File: src/hdl/ezr_pkg.sv
// Package with shared types, constants and arithmetic helpers for the Euler-to-matrix block.
package ezr_pkg;

  localparam int TrigSteps   = 16;
  localparam int AtanEntries = 24;
  localparam int CordicIters = (TrigSteps > AtanEntries) ? AtanEntries : TrigSteps;

  localparam int AngW = 16;
  localparam int OutW = 16;
  localparam int CrdW = 34;

  localparam logic signed [AngW-1:0] PiQ13     = 16'sd25736;
  localparam logic signed [AngW:0]   TwoPiQ13  = 17'sd51472;
  localparam logic signed [AngW-1:0] HalfPiQ13 = 16'sd12868;
  localparam logic signed [CrdW-1:0] GainQ30   = 34'sd652032874;
  localparam logic signed [OutW-1:0] OneQ14    = 16'sd16384;

  typedef logic signed [AngW-1:0] ang_t;
  typedef logic signed [OutW-1:0] q14_t;
  typedef logic signed [CrdW-1:0] crd_t;

  typedef struct packed {
    ang_t roll_angle;
    ang_t pitch_angle;
    ang_t yaw_angle;
  } angles_t;

  typedef struct packed {
    q14_t r00; q14_t r01; q14_t r02;
    q14_t r10; q14_t r11; q14_t r12;
    q14_t r20; q14_t r21; q14_t r22;
  } matrix_t;

  typedef struct packed {
    q14_t s;
    q14_t c;
  } sincos_t;

  typedef struct packed {
    crd_t x;
    crd_t y;
    crd_t z;
    logic neg;
  } crd_state_t;

  function automatic crd_t atan_q30(input int i);
    case (i)
      0:  atan_q30 = 34'sh03243F6A8;
      1:  atan_q30 = 34'sh01DAC6705;
      2:  atan_q30 = 34'sh00FADBAFC;
      3:  atan_q30 = 34'sh007F56EA6;
      4:  atan_q30 = 34'sh003FEAB76;
      5:  atan_q30 = 34'sh001FFD55B;
      6:  atan_q30 = 34'sh000FFFAAA;
      7:  atan_q30 = 34'sh0007FFF55;
      8:  atan_q30 = 34'sh0003FFFEA;
      9:  atan_q30 = 34'sh0001FFFFD;
      10: atan_q30 = 34'sh0000FFFFF;
      11: atan_q30 = 34'sh00007FFFF;
      12: atan_q30 = 34'sh00003FFFF;
      13: atan_q30 = 34'sh00001FFFF;
      14: atan_q30 = 34'sh00000FFFF;
      15: atan_q30 = 34'sh000007FFF;
      16: atan_q30 = 34'sh000003FFF;
      17: atan_q30 = 34'sh000001FFF;
      18: atan_q30 = 34'sh000000FFF;
      19: atan_q30 = 34'sh0000007FF;
      20: atan_q30 = 34'sh0000003FF;
      21: atan_q30 = 34'sh0000001FF;
      22: atan_q30 = 34'sh0000000FF;
      23: atan_q30 = 34'sh00000007F;
      default: atan_q30 = '0;
    endcase
  endfunction

  // Clamp a wide signed value to the Q1.14 range of plus or minus one.
  function automatic q14_t sat_q14(input logic signed [47:0] v);
    if (v > 48'sd16384) sat_q14 = OneQ14;
    else if (v < -48'sd16384) sat_q14 = -OneQ14;
    else sat_q14 = v[OutW-1:0];
  endfunction

endpackage

File: src/hdl/ezr_cordic.sv
// Pipelined rotation-mode CORDIC for one angle: range fold, iterations, rounding.
module ezr_cordic import ezr_pkg::*; (
  input  logic    clk_i,
  input  logic    en_i,
  input  ang_t    angle_i,
  output sincos_t sc_o
);

  crd_state_t st_q [CordicIters+1];
  crd_state_t st_d [CordicIters+1];
  sincos_t    sc_q;

  logic signed [AngW:0] a_w;
  logic signed [AngW:0] a_f;
  logic                 neg;

  always_comb begin
    a_w = AngW'(0) + 17'(angle_i);
    if (a_w > 17'(PiQ13)) a_w = a_w - TwoPiQ13;
    if (a_w < -17'(PiQ13)) a_w = a_w + TwoPiQ13;
    neg = 1'b0;
    a_f = a_w;
    if (a_w > 17'(HalfPiQ13)) begin
      a_f = a_w - 17'(PiQ13);
      neg = 1'b1;
    end else if (a_w < -17'(HalfPiQ13)) begin
      a_f = a_w + 17'(PiQ13);
      neg = 1'b1;
    end
    st_d[0].x   = GainQ30;
    st_d[0].y   = '0;
    st_d[0].z   = {a_f, 17'd0};
    st_d[0].neg = neg;
  end

  for (genvar i = 0; i < CordicIters; i++) begin : g_iter
    always_comb begin
      st_d[i+1].neg = st_q[i].neg;
      if (!st_q[i].z[CrdW-1]) begin
        st_d[i+1].x = st_q[i].x - (st_q[i].y >>> i);
        st_d[i+1].y = st_q[i].y + (st_q[i].x >>> i);
        st_d[i+1].z = st_q[i].z - atan_q30(i);
      end else begin
        st_d[i+1].x = st_q[i].x + (st_q[i].y >>> i);
        st_d[i+1].y = st_q[i].y - (st_q[i].x >>> i);
        st_d[i+1].z = st_q[i].z + atan_q30(i);
      end
    end
  end

  for (genvar i = 0; i <= CordicIters; i++) begin : g_reg
    always_ff @(posedge clk_i) begin
      if (en_i) st_q[i] <= st_d[i];
    end
  end

  crd_t xf, yf;
  logic signed [47:0] xr, yr;

  always_comb begin
    xf = st_q[CordicIters].neg ? -st_q[CordicIters].x : st_q[CordicIters].x;
    yf = st_q[CordicIters].neg ? -st_q[CordicIters].y : st_q[CordicIters].y;
    xr = 48'((48'(xf) + 48'sd32768) >>> 16);
    yr = 48'((48'(yf) + 48'sd32768) >>> 16);
  end

  always_ff @(posedge clk_i) begin
    if (en_i) begin
      sc_q.c <= sat_q14(xr);
      sc_q.s <= sat_q14(yr);
    end
  end

  assign sc_o = sc_q;

endmodule

File: config.mk
export PLATFORM = sky130hd
export DESIGN_NAME = ezr_cordic
export DESIGN_NICKNAME = d
export VERILOG_FILES = /design/src/hdl/ezr_pkg.sv /design/src/hdl/ezr_cordic.sv
export SDC_FILE = /design/constraint.sdc
export NUM_CORES = 2
export LEC_CHECK = 0
export BUFFER_PORTS_ARGS = -buffer_cell sky130_fd_sc_hd__buf_4
export CORE_MARGIN = 10
export CORE_UTILIZATION = 45
export DETAILED_ROUTE_END_ITERATION = 7
export PLACE_DENSITY = 0.57
export SETUP_SLACK_MARGIN = 0.15
export SLEW_MARGIN = 10
export SYNTH_ARGS = -nofsm -noshare
export SYNTH_HDL_FRONTEND = slang
export SYNTH_SLANG_ARGS = --single-unit
File: constraint.sdc
create_clock -name clk_i -period 6.3 [get_ports clk_i]
set_input_delay 0.315 -clock clk_i [delete_from_list [all_inputs] [get_ports clk_i]]
set_output_delay 0.315 -clock clk_i [all_outputs]
set_load 0.03 [all_outputs]
Word-level counts from Yosys, hierarchy flattened:

Memory sizes are Yosys's and may differ from the RTL's.
Index checks and enable logic that the tools add are counted.

* add/subtract/negate cells: 103
* order comparisons: 8
* mux-type cells: 28
* reductions and logical operators: 2

Operators with widths (count)
* 2-to-1 mux 102 bit: 16
* adder 34 x 17 -> 35 bit, second input constant: 2
* adder 34 x 19 -> 34 bit: 2
* adder 34 x 20 -> 34 bit: 2
* adder 34 x 21 -> 34 bit: 2
* adder 34 x 22 -> 34 bit: 2
* adder 34 x 23 -> 34 bit: 2
* adder 34 x 24 -> 34 bit: 2
* adder 34 x 25 -> 34 bit: 2
* adder 34 x 26 -> 34 bit: 2
* adder 34 x 27 -> 34 bit: 2
* adder 34 x 28 -> 34 bit: 2
* adder 34 x 29 -> 34 bit: 2
* adder 34 x 30 -> 34 bit: 2
* adder 34 x 31 -> 34 bit: 2
* adder 34 x 32 -> 34 bit: 2
* adder 34 x 33 -> 34 bit: 2
* 2-to-1 mux 17 bit: 4
* 2-to-1 mux 34 bit: 2
* negation 34 bit: 2
* subtractor 34 x 19 -> 34 bit: 2
* subtractor 34 x 20 -> 34 bit: 2
* subtractor 34 x 21 -> 34 bit: 2
* subtractor 34 x 22 -> 34 bit: 2
* 58 further kinds: 77

* flip-flop bits (word level): 32
* bits in writable memories: 1751
* input port bits: 18
* output and inout port bits: 32
* logic and storage cells: 146
* memories kept: 1

Memories
* st_q: depth 17, width 103, read ports 17, clocked after Yosys merged registers in 0, wr ports 17, line ezr_cordic.sv:9 `crd_state_t st_q [CordicIters+1];`

Logic depth before layout (Yosys ltp):

* depth after elaboration: 7
* gate-level depth with buffers: 22
* depth with buffers taken out: 22

Worst setup path before layout:

Ideal clock, no wire load.

* path kind: reg2reg
* from: mem st_q[2][34] in the netlist's numbering
* to: mem st_q[3][66] in the netlist's numbering (data pin)
* setup time: 0.260 ns
* arrival: 4.842 ns
* required time: 6.040 ns
* slack: 1.199 ns
* cell stages (with the launch flop): 19
* buffers on the path: 4
* period minus slack after synthesis: 5.101 ns
* cell sequence: edfxtp_1 > clkbuf_1 > clkbuf_1 > clkbuf_1 > buf_1 > mux2i_1 > ha_1 > o21a_1 > o21a_1 > o21a_1 > a31o_2 > o41ai_1 > a31oi_1 > a21o_1 > a211o_1 > nand3_1 > o211ai_1 > or2_2 > xor2_1

RTL lines (line)
* start, declared: ezr_cordic.sv:9

==> summary.md <==
For the number of nets in the layout, the log shows 14.8k. Dividing the synthesized area by the synthesized cell count gives 9.59 µm². At the later pin of the worst-skew pair, clock insertion delay measures 0.90 ns. The starting density of the core was 0.452; the maximum buffer depth of the clock tree was 4. Clock-pin slew was measured on the worst setup and hold paths at 0.06 ns. The min-delay analysis places its worst path in the category in2reg. Ranked by instance count, the synthesized netlist is headed by sky130_fd_sc_hd__edfxtp_1 (1506), sky130_fd_sc_hd__ha_1 (1411), sky130_fd_sc_hd__a21oi_1 (1312), sky130_fd_sc_hd__xnor2_1 (1287), sky130_fd_sc_hd__nor2_1 (1277). In the final layout, the multi-input gates occupy 0.0784 mm². The total stage count of the critical path was 18; the critical path buffer and inverter count was 0. The wire length of the first global-routing pass was 525 mm. For the worst setup path, the data required time is 6.90 ns.

The congestion estimate from routability-driven global placement came to 0.907. The run finished with clean final reports. TritonCTS built the clock tree. Once detail routing completed, the nets flagged for antenna violations numbered 0.

The final critical-path share of the clock period is 0.908. Row generation in the floorplan step produced 194 rows. The die is 550 µm wide. The die covers 0.303 mm². The count of buffers added on input and output ports is 49.

The share of synthesized area occupied by flip-flops and latches is 0.358, and the clock skew is 0.0558 ns. After the first detailed-routing iteration, the DRC count stood at 5947. The root buffer cell chosen for the clock tree is sky130_fd_sc_hd__clkbuf_16. For this block, the routed nets add up to 332 mm of wire. Clock tree synthesis found a total of 1506 sinks.

Dividing the detail-routed wire length by the instance count gives 19.3 µm. The initial antenna violation count is 6. Timing would allow up to 175 MHz. The fraction of final layout cells with drive strength greater than 1 was 0.0472; the largest stage delay on the critical path was 0.50 ns. Yosys instantiated no cell more often than sky130_fd_sc_hd__edfxtp_1. Summing all placed instances gives a cell area of 0.132 mm². After detailed routing, the number of vias per cell comes to 5.72. The placeable core area is 0.279 mm², and the number of clock buffers inserted by TritonCTS is 189. The startpoint identified for the worst register-to-register timing path is st_q[11][84]$_DFFE_PP_.

Walking the worst path, the cells encountered are or3_1 > or3b_2 > nor3_1 > a21oi_1 > xnor2_1 > ha_1 > a21o_1 > a21oi_1 > o211ai_1 > a31o_2 > a31oi_1 > a21oi_1 > a2111oi_2 > o21ai_0 > a21o_1 > a2111oi_0 > nor3_1 > xor2_1. The most numerous cell type found on the critical path is sky130_fd_sc_hd__a21oi_1. The via count of the routed design came out at 98.3k.

The run gives 0.494 as the core utilization of the finished layout. STA classifies the critical path startpoint as a flip-flop. The maximum number of pins on one net before global-route repair came out at 166. Fill cells in the final layout number 25.6k. Summed over all layers, the global routing overflow is 0. After technology mapping, the gate count stands at 13.2k.

The most critical setup path has its endpoint at st_q[12][67]$_DFFE_PP_. With fillers left out, the area of the finished cells amounts to 0.138 mm². The pre-antenna-repair detailed-routing pass consisted of 6 iterations. The worst endpoint data arrival time came out at 6.32 ns.

Cell family contributing the most delay on the critical path: compound AO/OA/AOI/OAI gates. The post-synth net total is 14.7k, and the number of synthesized flops with an enable pin is 1506. The placed wire-length estimate after detailed placement came out at 264 mm.

For the normalized max-slew margin, the log shows 0.220. Among all flip-flop cells after synthesis, the most frequent one is sky130_fd_sc_hd__edfxtp_1. The run gives 4 as the deepest level of the CTS H-tree. The worst setup path is captured at a flip-flop. The slew of the pin with the lowest slew margin was 1.16 ns. Along the worst path, the maximum fanout reaches 4. For the final count of pins violating max slew, the log shows 0. Among all stages on the critical path, the largest delay is contributed by sky130_fd_sc_hd__or3b_2. The die is 550 µm tall. The critical path is of the reg2reg type.

The all-layer global routing usage was 0.211. Yosys attributes the largest share of cell area to sky130_fd_sc_hd__edfxtp_1 (36%), sky130_fd_sc_hd__ha_1 (14%), sky130_fd_sc_hd__xnor2_1 (8.9%). The tool flagged a number of max-cap violations equal to 0. The share of the synthesized area in the top cell type is 0.358.

In the final timing run, aggregate negative setup slack is 0 ns. The share of flip-flops with an asynchronous set or reset is 0, and the number of placed I/O pins is 50. The depth of the most critical reg-to-reg path is 18, and the shortest period the worst path allows is 5.72 ns. Setup violations remaining at the end of the flow were counted as 0. Across all setup checks in the final design, the least slack found is 0.577 ns. In this run the worst setup path begins at st_q[11][84]$_DFFE_PP_.

For the count of final hold-check violations, the log shows 0. Minimum setup slack after placement: 0.259 ns. The run gives 0.58 ns as the reg2reg setup slack.

From synthesis to final layout, the design area changed by 9.14%. Synthesis warning total: 0. Setup repair after global routing left no endpoint under its margin.

The largest total area in the synthesized netlist belongs to sky130_fd_sc_hd__edfxtp_1. For the number of remaining DRC errors, the log shows 0. The capturing point of the worst reg2reg path was st_q[12][67]$_DFFE_PP_. After synthesis the netlist holds a flip-flop and latch count of 1506. Post-CTS timing repair inserted 0 buffers for setup.

Via count of the first global-routing pass: 95.5k. The sequential cells in the finished layout cover a total of 0.0452 mm². The synthesized netlist occupies a cell area of 0.126 mm². Yosys mapped the design onto 98 distinct sky130hd cell types.
## sequential cells by signal, indices dropped and copies added, names as in the netlist
register  count
st_q       1474
sc_o         32
## worst reg2reg max path: cells and delay by family (launching register included)
kind	cells	cell delay [ns]
xor gates and xnor gates	2	0.33
adders and majority gates	1	0.33
AOI/OAI and AO/OA	11	2.88
and+or+nand+nor	4	1.47
DFF	1	0.45
## timing repair
action / CTS / global route
gates resized for setup: 0 / 4
setup endpoints to repair: 0 / 5
hold endpoints to repair: 39 / 0
hold buffers: 9 / 0
## cells by family (layout without fill, tap and decap cells)
kind of cell,after synthesis,count (layout),synth area share
AO/OA/AOI/OAI,3730,3730,0.188
AND/OR/NAND/NOR,3700,3700,0.142
XOR/XNOR,1922,1922,0.133
flip-flops,1506,1506,0.358
adder cells (fa/ha/maj),1452,1452,0.146
buffers and inverters,742,1026,0.0223
multiplexers,130,130,0.0109
other,0,3,0
## area by class of cell
type | instances | share of cell area
repair buffers | 163 | 0.0103
well taps | 3724 | 0.0338
diodes | 3 | 0.0000544
multi-input cells | 10900 | 0.568
flip-flops and latches | 1506 | 0.328
clock inverters | 131 | 0.0106
clock buffers | 209 | 0.0351
inverters | 523 | 0.0142
## metrics by stage
step	cells	hold slack [ns]
2_1_floorplan	13200	0.400
3_3_place_gp	16800	0.404
3_5_place_dp	16800	0.407
4_1_cts	17200	0.113
5_1_grt	17200	0.186
6_report	17200	0.168
## worst min-delay path by stage
stage,from,endpoint,slack [ns],depth (start not counted)
after floorplan,st_q[9][0]$_DFFE_PP_,st_q[10][0]$_DFFE_PP_,0.40,0
after global placement,st_q[2][0]$_DFFE_PP_,st_q[3][0]$_DFFE_PP_,0.40,0
after detailed placement,st_q[2][0]$_DFFE_PP_,st_q[3][0]$_DFFE_PP_,0.41,0
after CTS,angle_i[13],st_q[0][31]$_DFFE_PP_,0.11,4
after global routing,angle_i[0],st_q[0][18]$_DFFE_PP_,0.19,2
final,angle_i[13],st_q[0][31]$_DFFE_PP_,0.17,4
## metal layers
| layer | up-vias | wire (µm) | track usage |
|---|---|---|---|
| met5 | - | 0 | 0 |
| met3 | 476 | 11900 | 0.0220 |
| met2 | 1756 | 162000 | 0.377 |
| met4 | 0 | 9470 | 0.0597 |
| li1 | 49200 | - | - |
| met1 | 46800 | 149000 | 0.272 |
## cells in the final DEF, fill, tap and decap left out, types with 221 or more instances in the layout
cell type	netlist	routed
sky130_fd_sc_hd__inv_1	519	519
sky130_fd_sc_hd__nor3_1	420	420
sky130_fd_sc_hd__a21oi_1	1312	1312
sky130_fd_sc_hd__o21a_1	229	229
sky130_fd_sc_hd__ha_1	1411	1411
sky130_fd_sc_hd__edfxtp_1	1506	1506
sky130_fd_sc_hd__nand2b_1	221	221
sky130_fd_sc_hd__xor2_1	634	634
sky130_fd_sc_hd__nor2_1	1277	1277
sky130_fd_sc_hd__nand3_1	221	221
sky130_fd_sc_hd__o21ai_0	569	569
sky130_fd_sc_hd__nand2_1	636	636
sky130_fd_sc_hd__xnor2_1	1287	1287
sky130_fd_sc_hd__a21o_1	518	518
Power is left out: the tool's default activity adds up to more than one toggle a clock period on the data nets, which glitch-free logic cannot reach.
